===== src/hdl/pmps_pkg.sv =====
// Shared types, constants and codes of the polygon mask pixel select block.
package pmps_pkg;

  localparam int MAX_VERTICES = 16;
  localparam int COORD_BITS   = 12;
  localparam int MIN_VERTICES = 3;
  localparam int RAY_END_X    = 5000;
  localparam int RGB_BITS     = 24;

  // Vertex index and vertex count widths.
  localparam int ADDR_BITS  = $clog2(MAX_VERTICES);
  localparam int COUNT_BITS = $clog2(MAX_VERTICES + 1);

  // Operand width of the orientation unit: wide enough for a coordinate and
  // for the ray end, plus a sign bit and one bit of growth for differences.
  localparam int RAY_BITS  = $clog2(RAY_END_X + 1);
  localparam int EXT_BITS  = (COORD_BITS > RAY_BITS) ? COORD_BITS : RAY_BITS;
  localparam int DIFF_BITS = EXT_BITS + 2;
  localparam int PROD_BITS = 2 * DIFF_BITS;

  typedef enum logic [1:0] {
    KIND_CLEAR  = 2'd0,
    KIND_APPEND = 2'd1,
    KIND_TEST   = 2'd2
  } kind_e;

  typedef enum logic [1:0] {
    TURN_COLL = 2'd0,
    TURN_CW   = 2'd1,
    TURN_CCW  = 2'd2
  } turn_e;

  typedef enum logic [2:0] {
    ST_IDLE,
    ST_FIRST,
    ST_ORIENT_P,
    ST_ORIENT_R,
    ST_DONE
  } state_e;

  typedef struct packed {
    logic [1:0]            kind;
    logic [COORD_BITS-1:0] pos_x;
    logic [COORD_BITS-1:0] pos_y;
    logic [RGB_BITS-1:0]   base_rgb;
    logic [RGB_BITS-1:0]   patch_rgb;
  } in_t;

  typedef struct packed {
    logic                inside_res;
    logic [RGB_BITS-1:0] out_rgb;
  } out_t;

  typedef struct packed {
    logic [COORD_BITS-1:0] x;
    logic [COORD_BITS-1:0] y;
  } vertex_t;

endpackage


===== src/hdl/polygon_mask_pixel_select.sv =====
// Top level of the polygon mask pixel select block: vertex store, edge sequencer and orientation unit.
//
// The block keeps a polygon of up to MAX_VERTICES vertices and tests pixels
// against it by casting a horizontal ray from the pixel to x = RAY_END_X.
// Input transactions arrive on in_valid_i / in_stall_o / in_data_i and are
// accepted on a clock edge where valid is high and stall is low. A clear or
// an append gives no result; an append to a full store is dropped. A test
// gives one result transaction on out_valid_o / out_stall_i / out_data_o:
// the inside flag, and the patch colour when inside, else the base colour.
// A test with three or more stored vertices loads the first vertex
// (ST_FIRST), then takes each edge through the single shared orientation
// unit, pixel side (ST_ORIENT_P) and then ray end side (ST_ORIENT_R), then
// moves the answer into the output register (ST_DONE). It leaves the edge
// walk early when the pixel lies in line with an edge that meets the ray.
// With fewer than three vertices it goes straight to ST_DONE and answers
// outside. The input is stalled until the result is loaded into the output
// register.
// Reset clears the vertex count and the output valid; only entries below
// the count are read. A stalled result stays in the output register and a
// finished test waits until that register has been emptied.
module polygon_mask_pixel_select
  import pmps_pkg::*;
(
  input  logic clk_i,
  input  logic rst_ni,
  input  logic in_valid_i,
  output logic in_stall_o,
  input  in_t  in_data_i,
  output logic out_valid_o,
  input  logic out_stall_i,
  output out_t out_data_o
);

  typedef logic signed [DIFF_BITS-1:0] sval_t;

  // Zero-extends a coordinate into the signed operand width.
  function automatic sval_t ext(input logic [COORD_BITS-1:0] v);
    ext = sval_t'({{(DIFF_BITS - COORD_BITS){1'b0}}, v});
  endfunction

  // True when point q lies in the bounding box of points u and w.
  function automatic logic in_box(input sval_t qx, input sval_t qy,
                                  input sval_t ux, input sval_t uy,
                                  input sval_t wx, input sval_t wy);
    logic x_ok;
    logic y_ok;
    x_ok   = (ux < wx) ? (qx >= ux && qx <= wx) : (qx >= wx && qx <= ux);
    y_ok   = (uy < wy) ? (qy >= uy && qy <= wy) : (qy >= wy && qy <= uy);
    in_box = x_ok && y_ok;
  endfunction

  localparam sval_t RAY_X = sval_t'(RAY_END_X);

  state_e                state_q, state_d;
  logic [COUNT_BITS-1:0] count_q, count_d;
  logic [COUNT_BITS-1:0] idx_q, idx_d;
  logic                  parity_q, parity_d;
  logic                  inside_q, inside_d;
  logic                  out_valid_q, out_valid_d;
  turn_e                 s1_q;

  vertex_t               vtx_mem [MAX_VERTICES];
  vertex_t               rd_q;
  vertex_t               a_q;
  logic [ADDR_BITS-1:0]  rd_addr;

  logic [COORD_BITS-1:0] px_q, py_q;
  logic [RGB_BITS-1:0]   base_q, patch_q;
  out_t                  out_q;

  logic mem_we, capture, a_load, s1_load, load_out;

  // Shared orientation unit: sign of (by-ay)*(cx-bx) - (bx-ax)*(cy-by).
  sval_t                       ax, ay, bx, by, cx, cy, sx, sy;
  logic signed [PROD_BITS-1:0] prod_l, prod_r;
  logic signed [PROD_BITS:0]   cross_val;
  turn_e                       turn;

  always_comb begin
    ax = ext(a_q.x);
    ay = ext(a_q.y);
    bx = ext(rd_q.x);
    by = ext(rd_q.y);
    sx = ext(px_q);
    sy = ext(py_q);
    cx = (state_q == ST_ORIENT_R) ? RAY_X : sx;
    cy = sy;
    prod_l = (by - ay) * (cx - bx);
    prod_r = (bx - ax) * (cy - by);
    cross_val = {prod_l[PROD_BITS-1], prod_l} - {prod_r[PROD_BITS-1], prod_r};
    if (cross_val == '0) begin
      turn = TURN_COLL;
    end else if (!cross_val[PROD_BITS]) begin
      turn = TURN_CW;
    end else begin
      turn = TURN_CCW;
    end
  end

  // Edge decision. The ray is horizontal, so the orientations of the edge
  // ends against the ray reduce to comparisons with the pixel.
  turn_e s3, s4;
  logic  meet;
  logic  on_edge;

  always_comb begin
    if (RAY_X == sx || ay == sy) begin
      s3 = TURN_COLL;
    end else if ((RAY_X > sx) == (ay > sy)) begin
      s3 = TURN_CCW;
    end else begin
      s3 = TURN_CW;
    end
    if (RAY_X == sx || by == sy) begin
      s4 = TURN_COLL;
    end else if ((RAY_X > sx) == (by > sy)) begin
      s4 = TURN_CCW;
    end else begin
      s4 = TURN_CW;
    end
    on_edge = in_box(sx, sy, ax, ay, bx, by);
    meet = (s1_q != turn && s3 != s4) ||
           (s1_q == TURN_COLL && on_edge) ||
           (turn == TURN_COLL && in_box(RAY_X, sy, ax, ay, bx, by)) ||
           (s3 == TURN_COLL && in_box(ax, ay, sx, sy, RAY_X, sy)) ||
           (s4 == TURN_COLL && in_box(bx, by, sx, sy, RAY_X, sy));
  end

  assign in_stall_o = (state_q != ST_IDLE);

  // Sequencer: next state and control.
  always_comb begin
    state_d  = state_q;
    count_d  = count_q;
    idx_d    = idx_q;
    parity_d = parity_q;
    inside_d = inside_q;
    mem_we   = 1'b0;
    capture  = 1'b0;
    a_load   = 1'b0;
    s1_load  = 1'b0;
    load_out = 1'b0;
    case (state_q)
      ST_IDLE: begin
        if (in_valid_i) begin
          case (in_data_i.kind)
            KIND_CLEAR: begin
              count_d = '0;
            end
            KIND_APPEND: begin
              if (count_q < COUNT_BITS'(MAX_VERTICES)) begin
                mem_we  = 1'b1;
                count_d = count_q + 1'b1;
              end
            end
            KIND_TEST: begin
              capture  = 1'b1;
              idx_d    = '0;
              parity_d = 1'b0;
              if (count_q < COUNT_BITS'(MIN_VERTICES)) begin
                inside_d = 1'b0;
                state_d  = ST_DONE;
              end else begin
                state_d = ST_FIRST;
              end
            end
            default: begin
            end
          endcase
        end
      end
      ST_FIRST: begin
        a_load  = 1'b1;
        idx_d   = COUNT_BITS'(1);
        state_d = ST_ORIENT_P;
      end
      ST_ORIENT_P: begin
        s1_load = 1'b1;
        state_d = ST_ORIENT_R;
      end
      ST_ORIENT_R: begin
        a_load = 1'b1;
        if (meet && s1_q == TURN_COLL) begin
          inside_d = on_edge;
          state_d  = ST_DONE;
        end else begin
          parity_d = parity_q ^ meet;
          if (idx_q == count_q) begin
            inside_d = parity_q ^ meet;
            state_d  = ST_DONE;
          end else begin
            idx_d   = idx_q + 1'b1;
            state_d = ST_ORIENT_P;
          end
        end
      end
      ST_DONE: begin
        if (!out_valid_q || !out_stall_i) begin
          load_out = 1'b1;
          state_d  = ST_IDLE;
        end
      end
      default: begin
        state_d = ST_IDLE;
      end
    endcase

    if (load_out) begin
      out_valid_d = 1'b1;
    end else if (out_valid_q && !out_stall_i) begin
      out_valid_d = 1'b0;
    end else begin
      out_valid_d = out_valid_q;
    end
  end

  // The closing edge wraps back to the first vertex.
  assign rd_addr = (idx_d == count_q) ? '0 : idx_d[ADDR_BITS-1:0];

  always_ff @(posedge clk_i or negedge rst_ni) begin
    if (!rst_ni) begin
      state_q     <= ST_IDLE;
      count_q     <= '0;
      idx_q       <= '0;
      parity_q    <= 1'b0;
      inside_q    <= 1'b0;
      out_valid_q <= 1'b0;
    end else begin
      state_q     <= state_d;
      count_q     <= count_d;
      idx_q       <= idx_d;
      parity_q    <= parity_d;
      inside_q    <= inside_d;
      out_valid_q <= out_valid_d;
    end
  end

  // Vertex store: one write port for appends, one registered read port.
  always_ff @(posedge clk_i) begin
    if (mem_we) begin
      vtx_mem[count_q[ADDR_BITS-1:0]] <= '{x: in_data_i.pos_x, y: in_data_i.pos_y};
    end
    rd_q <= vtx_mem[rd_addr];
  end

  always_ff @(posedge clk_i) begin
    if (capture) begin
      px_q    <= in_data_i.pos_x;
      py_q    <= in_data_i.pos_y;
      base_q  <= in_data_i.base_rgb;
      patch_q <= in_data_i.patch_rgb;
    end
    if (a_load) begin
      a_q <= rd_q;
    end
    if (s1_load) begin
      s1_q <= turn;
    end
    if (load_out) begin
      out_q.inside_res <= inside_q;
      out_q.out_rgb    <= inside_q ? patch_q : base_q;
    end
  end

  assign out_valid_o = out_valid_q;
  assign out_data_o  = out_q;

  a_count_bound: assert property (@(posedge clk_i) disable iff (!rst_ni)
    count_q <= COUNT_BITS'(MAX_VERTICES))
    else $error("vertex count beyond capacity");

  a_idx_range: assert property (@(posedge clk_i) disable iff (!rst_ni)
    (state_q == ST_ORIENT_P || state_q == ST_ORIENT_R) |->
      (idx_q >= COUNT_BITS'(1) && idx_q <= count_q))
    else $error("edge index outside the stored polygon");

  a_small_outside: assert property (@(posedge clk_i) disable iff (!rst_ni)
    (state_q == ST_IDLE && in_valid_i && in_data_i.kind == KIND_TEST &&
     count_q < COUNT_BITS'(MIN_VERTICES)) |=> (state_q == ST_DONE && !inside_q))
    else $error("test on a degenerate polygon did not answer outside");

  a_orient_pair: assert property (@(posedge clk_i) disable iff (!rst_ni)
    state_q == ST_ORIENT_P |=> state_q == ST_ORIENT_R)
    else $error("orientation pair broken");

  a_no_overwrite: assert property (@(posedge clk_i) disable iff (!rst_ni)
    (out_valid_q && out_stall_i) |=> ($stable(out_q) && out_valid_q))
    else $error("pending result overwritten");

endmodule


===== config.mk =====
export PLATFORM = sky130hd
export DESIGN_NAME = polygon_mask_pixel_select
export DESIGN_NICKNAME = d
export VERILOG_FILES = /design/src/hdl/pmps_pkg.sv /design/src/hdl/polygon_mask_pixel_select.sv
export SDC_FILE = /design/constraint.sdc
export NUM_CORES = 2
export LEC_CHECK = 0
export BUFFER_PORTS_ARGS = -buffer_cell sky130_fd_sc_hd__buf_2
export CAP_MARGIN = 0
export CORE_MARGIN = 4
export CORE_UTILIZATION = 55
export DETAILED_ROUTE_END_ITERATION = 7
export PLACE_DENSITY_LB_ADDON = 0.12
export SLEW_MARGIN = 20
export SYNTH_ARGS = -nofsm -noshare
export SYNTH_HDL_FRONTEND = slang
export SYNTH_SLANG_ARGS = --single-unit

===== constraint.sdc =====
create_clock -name clk_i -period 26.1 [get_ports clk_i]
set_input_delay 5.22 -clock clk_i [delete_from_list [all_inputs] [get_ports clk_i]]
set_output_delay 5.22 -clock clk_i [all_outputs]
set_load 0.01 [all_outputs]

; After elaboration in Yosys (flattened, before gate mapping)
; Memory sizes are Yosys's and may differ from the RTL's. A register that Yosys moved wholly into a read port is not among the register bits.
; Index checks and enable logic that the tools add are counted.
[op_classes]
addsub = 7
n_mul = 2
magnitude_cmp = 32
eq_ne = 21
n_mux = 53
bitwise_logic = 1
n_reduce_logical = 46
[ops]
columns = operator, count
row1 = greater-or-equal comparator 12 bit, 8
row2 = less-or-equal comparator 12 bit, 8
row3 = subtractor 12 x 12 -> 13 bit, 3
row4 = zero test 31 bit, 1
row5 = two-way mux 1 bit, 28
row6 = subtractor 27 x 26 -> 28 bit, 1
row7 = multiplier 13 x 14 -> 27 bit, 1
row8 = greater-or-equal comparator 12 x 13 -> 1 bit (second input constant), 2
row9 = greater-or-equal comparator 13 x 12 -> 1 bit (first input constant), 2
row10 = less-or-equal comparator 12 x 13 -> 1 bit (second input constant), 2
row11 = less-or-equal comparator 13 x 12 -> 1 bit (first input constant), 2
row12 = multiplier 13 x 13 -> 26 bit, 1
row13 = two-way mux 5 bit, 5
row14 = equality test 12 bit, 2
row15 = greater-than comparator 12 bit, 2
row16 = < comparator 12 bit, 2
row17 = two-way mux 24 bit, 1
row18 = logical AND 1 bit, 23
row19 = two-way mux 3 bit, 6
row20 = case mux 3 bit (5 select lines), 1
row21 = case mux 5 bit (3 select lines), 1
row22 = subtractor 13 x 12 -> 14 bit, 1
row23 = greater-than comparator 13 x 12 -> 1 bit (first input constant), 1
row24 = < comparator 12 x 13 -> 1 bit (second input constant), 1
row25 = 30 further kinds, 57
[totals]
ff_bits = 139
ram_bits = 384
input_bits = 78
out_inout_bits = 27
wordCells = 178
mem_count = 1
[mem_list]
columns = name, depth, width, rd, rd_ports_with_merged_regs, wr, line_no
row1 = vtx_mem, 16, 24, 1, 1, 1, polygon_mask_pixel_select.sv:62  ; vertex_t vtx_mem [MAX_VERTICES];

; Depth between registers and ports, before layout
[depth]
ltp_word = 18
ltp_mapped = 56
mapped_depth_nobuf = 51

; Worst setup path after synthesis
; No wires, ideal clock.
[synth_path]
path_type = reg2reg
from = register state_q[2]
to = register, netlist name bx[9]
setup_ns = 0.134
arrival_time_ns = 13.024
required_time_ns = 25.966
path_slack_ns = 12.942
path_stages_with_launch = 52
path_buffers = 5
period_less_slack_ns = 13.158
cell_sequence = dfrtp_1 nand2b_1 inv_1 and2_1 clkbuf_1 buf_1 nor2_1 ha_1 o21ai_0 nand2b_1 a21o_1 a21o_1 a21o_1 a21o_1 a21o_1 a21o_1 a21oi_1 o21ai_0 [... 16 more ...] a21o_1 a21o_1 a21oi_1 mux2_2 o2111ai_1 or4_1 or4b_4 nor4_4 a21oi_2 buf_6 mux2i_1 nor2_1 clkbuf_1 clkbuf_1 mux2i_1 o22ai_1 a311oi_1 a311oi_2
[synth_between]
elab_chain_len = 18
elab_cells_between_ends = 23
cone_classes = add/sub (2) / mul (1) / eq/ne (4) / mux (6) / reduce/logical (10)
[synth_lines]
columns = item, line_no
row1 = "start, declared", polygon_mask_pixel_select.sv:54  ; state_e state_q, state_d;
row2 = "start signal, assigned", polygon_mask_pixel_select.sv:229  ; state_q <= state_d;
row3 = equality test 3 x 2 -> 1 bit, "polygon_mask_pixel_select.sv:86, polygon_mask_pixel_select.sv:143"
row4 = two-way mux 13 bit, polygon_mask_pixel_select.sv:86  ; cx = (state_q == ST_ORIENT_R) ? RAY_X : sx;
row5 = subtractor 13 x 12 -> 14 bit, polygon_mask_pixel_select.sv:88  ; prod_l = (by - ay) * (cx - bx);
row6 = multiplier 13 x 14 -> 27 bit, polygon_mask_pixel_select.sv:88
row7 = subtractor 27 x 26 -> 28 bit, polygon_mask_pixel_select.sv:90  ; cross_val = {prod_l[PROD_BITS-1], prod_l} - {prod_r[PROD_BITS-1], prod_r};
row8 = zero test 31 bit / two-way mux 2 bit (equally long branches), "polygon_mask_pixel_select.sv:91, polygon_mask_pixel_select.sv:93"
row9 = two-way mux 2 bit, polygon_mask_pixel_select.sv:91  ; if (cross_val == '0) begin
row10 = != test 2 bit, polygon_mask_pixel_select.sv:122  ; meet = (s1_q != turn && s3 != s4) ||
row11 = [... 2 more ...], -
row12 = logical OR 1 bit, polygon_mask_pixel_select.sv:123  ; (s1_q == TURN_COLL && on_edge) ||
row13 = logical OR 1 bit, polygon_mask_pixel_select.sv:124  ; (turn == TURN_COLL && in_box(RAY_X, sy, ax, ay, bx, by)) ||
row14 = logical OR 1 bit, polygon_mask_pixel_select.sv:125  ; (s3 == TURN_COLL && in_box(ax, ay, sx, sy, RAY_X, sy)) ||
row15 = logical AND 1 bit, polygon_mask_pixel_select.sv:183  ; if (meet && s1_q == TURN_COLL) begin
row16 = two-way mux 5 bit, polygon_mask_pixel_select.sv:183
row17 = case mux 5 bit (3 select lines) (*), polygon_mask_pixel_select.sv:143  ; case (state_q)
row18 = equality test 5 bit, polygon_mask_pixel_select.sv:218  ; assign rd_addr = (idx_d == count_q) ? '0 : idx_d[ADDR_BITS-1:0];
row19 = two-way mux 4 bit (*), polygon_mask_pixel_select.sv:218
; Every way passes the cells marked *; elsewhere a longest branch is shown, timed or not.
; A chain may end at the register's enable or synchronous reset.

; Worst setup path after layout
[layout_path]
from = register state_q[2]
to = register, netlist name bx[9]
[layout_between]
elab_chain_len = 18
elab_cells_between_ends = 23
cone_classes = add/sub (2) / mul (1) / eq/ne (4) / mux (6) / reduce/logical (10)
[layout_lines]
columns = item, line_no
row1 = equality test 3 x 2 -> 1 bit, "polygon_mask_pixel_select.sv:86, polygon_mask_pixel_select.sv:143"
row2 = two-way mux 13 bit, polygon_mask_pixel_select.sv:86
row3 = subtractor 13 x 12 -> 14 bit, polygon_mask_pixel_select.sv:88
row4 = multiplier 13 x 14 -> 27 bit, polygon_mask_pixel_select.sv:88
row5 = subtractor 27 x 26 -> 28 bit, polygon_mask_pixel_select.sv:90
row6 = zero test 31 bit / two-way mux 2 bit (equally long branches), "polygon_mask_pixel_select.sv:91, polygon_mask_pixel_select.sv:93"
row7 = two-way mux 2 bit, polygon_mask_pixel_select.sv:91
row8 = != test 2 bit, polygon_mask_pixel_select.sv:122
row9 = [... 2 more ...], -
row10 = logical OR 1 bit, polygon_mask_pixel_select.sv:123
row11 = logical OR 1 bit, polygon_mask_pixel_select.sv:124
row12 = logical OR 1 bit, polygon_mask_pixel_select.sv:125
row13 = logical AND 1 bit, polygon_mask_pixel_select.sv:183
row14 = two-way mux 5 bit, polygon_mask_pixel_select.sv:183
row15 = case mux 5 bit (3 select lines) (*), polygon_mask_pixel_select.sv:143
row16 = equality test 5 bit, polygon_mask_pixel_select.sv:218
row17 = two-way mux 4 bit (*), polygon_mask_pixel_select.sv:218
; Marked as above.

==> reports/results.md <==
| Parameter | This run | Unit |
|---|---|---|
| Clock tree buffer depth | 3 | - |
| Number of buffers added to fix hold violations after cts | 0 | - |
| Vert. Die Dim | 273 | µm |
| Fin nets | 4175 | - |
| Final weighted congestion of routability-driven global placement | 0.979 | - |
| Synthesized cell area | 38700 | µm² |
| Achievable Freq | 63.0 | MHz |
| Post-CTS setup repair buffer count | 0 | - |
| Filler cell count in the final layout | 5575 | - |
| Total number of vias | 25300 | - |
| Worst Setup EP | bx[9]$_DFF_P_ | - |
| Critical Path Source | state_q[2]$_DFFE_PN0P_ | - |
| Total overflow reported by the global router | 0 | - |
| Mean instance size in the synthesized netlist | 11.5 | µm² |
| Worst hold path class | register to register | - |
| Number of violations reported at the end of detailed-routing iteration 0 | 1681 | - |
| Reg-to-reg startpoint | state_q[2]$_DFFE_PN0P_ | - |
| Vias in the first global route | 26700 | - |
| Commonest cells after routing, fill and taps aside | sky130_fd_sc_hd__inv_1 (528), sky130_fd_sc_hd__edfxtp_1 (507), sky130_fd_sc_hd__fa_1 (411) | - |
| Worst r2r path cells | 49 | - |
| Cell seen most often among critical-path stages | sky130_fd_sc_hd__a21o_1 | - |
| Count of cell instances traversed by the critical path | 49 | - |
| Area occupied by multi-input gates | 20200 | µm² |
| Hold violation total from the final report | 0 | - |
| Highest net fanout along the worst path | 52 | - |
| Post-synth cell types | 80 | - |
| Initial core utilization | 0.559 | - |
| FFs w/ async S/R, synth | 0.0293 | - |
| Largest delay share family, worst path | adder cells | - |
| Summed negative setup slack over all endpoints | 0 | ns |
| Area overhead of the layout relative to synthesis | 9.55 | % |
| Post-Synthesis Cells | 3367 | - |
| FF-to-FF End | bx[9]$_DFF_P_ | - |
| Pin slew with the least headroom to its limit | 1.15 | ns |
| Worst slew margin relative to its limit | 0.233 | - |
| EDFF count, synth | 507 | - |
| Number of synthesized register bits | 547 | - |
| # IOs | 105 | - |
| Max Cap Viol | 0 | - |
| Period Utilization, post-route | 0.608 | - |
| Setup repair after global routing missed its margin | no | - |
| Warnings from Yosys | 0 | - |
| Max-slew violation count | 0 | - |
| Most frequent standard cell in the layout excluding fill and tap cells | sky130_fd_sc_hd__inv_1 | - |
| Overall die width | 273 | µm |
| Maximum number of pins on one net before global-route repair | 81 | - |
| Critical path data required time | 26.54 | ns |
| Buf+Inv Stages, Crit Path | 8 | - |
| DRT Pass-1 Iters | 5 | - |
| Post-synthesis sequential area ratio | 0.416 | - |
| Global-route total usage across every layer | 0.268 | - |
| Cell at the root of the clock tree | sky130_fd_sc_hd__clkbuf_16 | - |
| Count of unresolved DRC violations after routing | 0 | - |
| CTS H-tree lvls | 2 | - |
| Wire length of the first global-routing pass | 154000 | µm |
| Crit. End Element | register | - |
| Wire length reported by the detailed router | 99400 | µm |
| Critical path's slowest cell | sky130_fd_sc_hd__nor3_1 | - |
| Total clock buffers created by CTS | 55 | - |
| Placement row count | 96 | - |
| Post-detailed-placement half-perimeter wirelength | 72600 | µm |
| Arrival time of the worst setup path | 16.32 | ns |
| Setup-failing EPs final | 0 | - |
| TritonCTS clock tree | yes | - |
| Worst setup path category | register to register | - |
| Insertion delay to the later sink of the worst-skew pair | 0.62 | ns |
| Sequential Area | 16100 | µm² |
| Die area | 74700 | µm² |
| ANT nets after route | 0 | - |
| Sink Count | 547 | - |
| # port buffers | 104 | - |
| Outcome | finished clean | - |
| Layout cells sized above 1 | 0.109 | - |
| Via density per instance | 5.69 | - |
| Placeable core region | 69200 | µm² |
| Clock period minus worst slack | 15.88 | ns |
| Largest stage delay on the critical path | 0.81 | ns |
| Mapped Nets | 4066 | - |
| Number of antenna violations at the first check in global routing | 3 | - |
| Reg-to-reg setup timing slack | 10.22 | ns |
| Post-CTS sizing | 0 | - |
| Leading register cell type out of synthesis | sky130_fd_sc_hd__edfxtp_1 | - |
| WL per Instance | 22.3 | µm |
| Startpoint Class | register | - |
| Clock transition at path regs | 0.06 | ns |
| Maximum clock skew at final layout | 0.0299 | ns |
kinds of logic after synthesis:
group | after synthesis | share of synthesized area
and+or+nand+nor | 941 | 0.112
buffers and inverters | 652 | 0.0648
adders and majority gates | 621 | 0.280
DFF | 547 | 0.416
AOI/OAI and AO/OA | 420 | 0.0796
muxes | 103 | 0.0283
xor gates and xnor gates | 83 | 0.0190
through the flow:
stage	utilization	worst slack (ns)	instances	cell area, µm²	hold WS, ns
after floorplan	-	12.94	3367	38700	0.423
after global placement	0.586	10.57	4350	40500	0.508
after detailed placement	0.586	10.20	4350	40500	0.512
after CTS	0.613	10.16	4452	42400	0.528
after global routing	0.613	8.92	4452	42400	0.532
final	0.613	10.22	4453	42400	0.528
metal layers:
layer / vias up / part of all wire / wire (µm) / track usage
met1: 12900 / 0.42 / 41500 / 0.348
li1: 11500 / - / - / -
met2: 676 / 0.51 / 50300 / 0.477
met5: - / 0.00026 / 26 / 0
met3: 183 / 0.047 / 4710 / 0.0338
met4: 4 / 0.029 / 2920 / 0.0746
registers in the layout, summed over array words and instances (netlist names), 2 cells and up:
name and cells:
base_q 24, bx 12, idx_q 5, state_q 3, vtx_mem 384, out_data_o 25, py_q 12, px_q 12
s1_q 2, count_q 5, a_q 24, by 12, patch_q 24
cells in the mapped netlist (28+ instances only):
| library cell | n | area (µm²) |
|---|---|---|
| sky130_fd_sc_hd__a21o_1 | 40 | 300 |
| sky130_fd_sc_hd__a21oi_1 | 93 | 465 |
| sky130_fd_sc_hd__a311oi_1 | 28 | 245 |
| sky130_fd_sc_hd__clkbuf_1 | 87 | 327 |
| sky130_fd_sc_hd__edfxtp_1 | 507 | 15200 |
| sky130_fd_sc_hd__fa_1 | 411 | 8230 |
| sky130_fd_sc_hd__ha_1 | 210 | 2630 |
| sky130_fd_sc_hd__inv_1 | 529 | 1990 |
| sky130_fd_sc_hd__mux2_2 | 52 | 586 |
| sky130_fd_sc_hd__mux2i_1 | 51 | 510 |
| sky130_fd_sc_hd__nand2_1 | 337 | 1260 |
| sky130_fd_sc_hd__nand2b_1 | 80 | 500 |
| sky130_fd_sc_hd__nand3_1 | 111 | 556 |
| sky130_fd_sc_hd__nor2_1 | 242 | 908 |
| sky130_fd_sc_hd__nor2b_1 | 39 | 244 |
| sky130_fd_sc_hd__nor3_1 | 34 | 170 |
| sky130_fd_sc_hd__o21ai_0 | 65 | 325 |
| sky130_fd_sc_hd__o22ai_1 | 30 | 188 |
| sky130_fd_sc_hd__xnor2_1 | 59 | 517 |
area by class of cell:
class                           instances  share of cell area
Antenna cell                            1           0.0000590
Clock buffer                           61              0.0337
Clock inverter                         41              0.0104
Inverter                              533              0.0472
Multi-Input combinational cell       2168               0.477
Sequential cell                       547               0.380
Tap cell                              931              0.0275
Timing Repair Buffer                  171              0.0241
how the worst min path moves through the flow:
stage                                    end  depth (start not counted)                    from  slack (ns)
finish                     a_q[12]$_DFFE_PN_                          0           bx[0]$_DFF_P_        0.53
detailed placement         a_q[12]$_DFFE_PN_                          0           bx[0]$_DFF_P_        0.51
CTS                        a_q[12]$_DFFE_PN_                          0           bx[0]$_DFF_P_        0.53
global route               a_q[12]$_DFFE_PN_                          0           bx[0]$_DFF_P_        0.53
floorplan           out_data_o[24]$_DFFE_PP_                          0    inside_q$_DFFE_PN0P_        0.42
global placement      state_q[0]$_DFFE_PN0P_                          1  state_q[0]$_DFFE_PN0P_        0.51
Power is not shown: default switching activity piles up to over one toggle a cycle in this logic, so the estimate is an artifact.
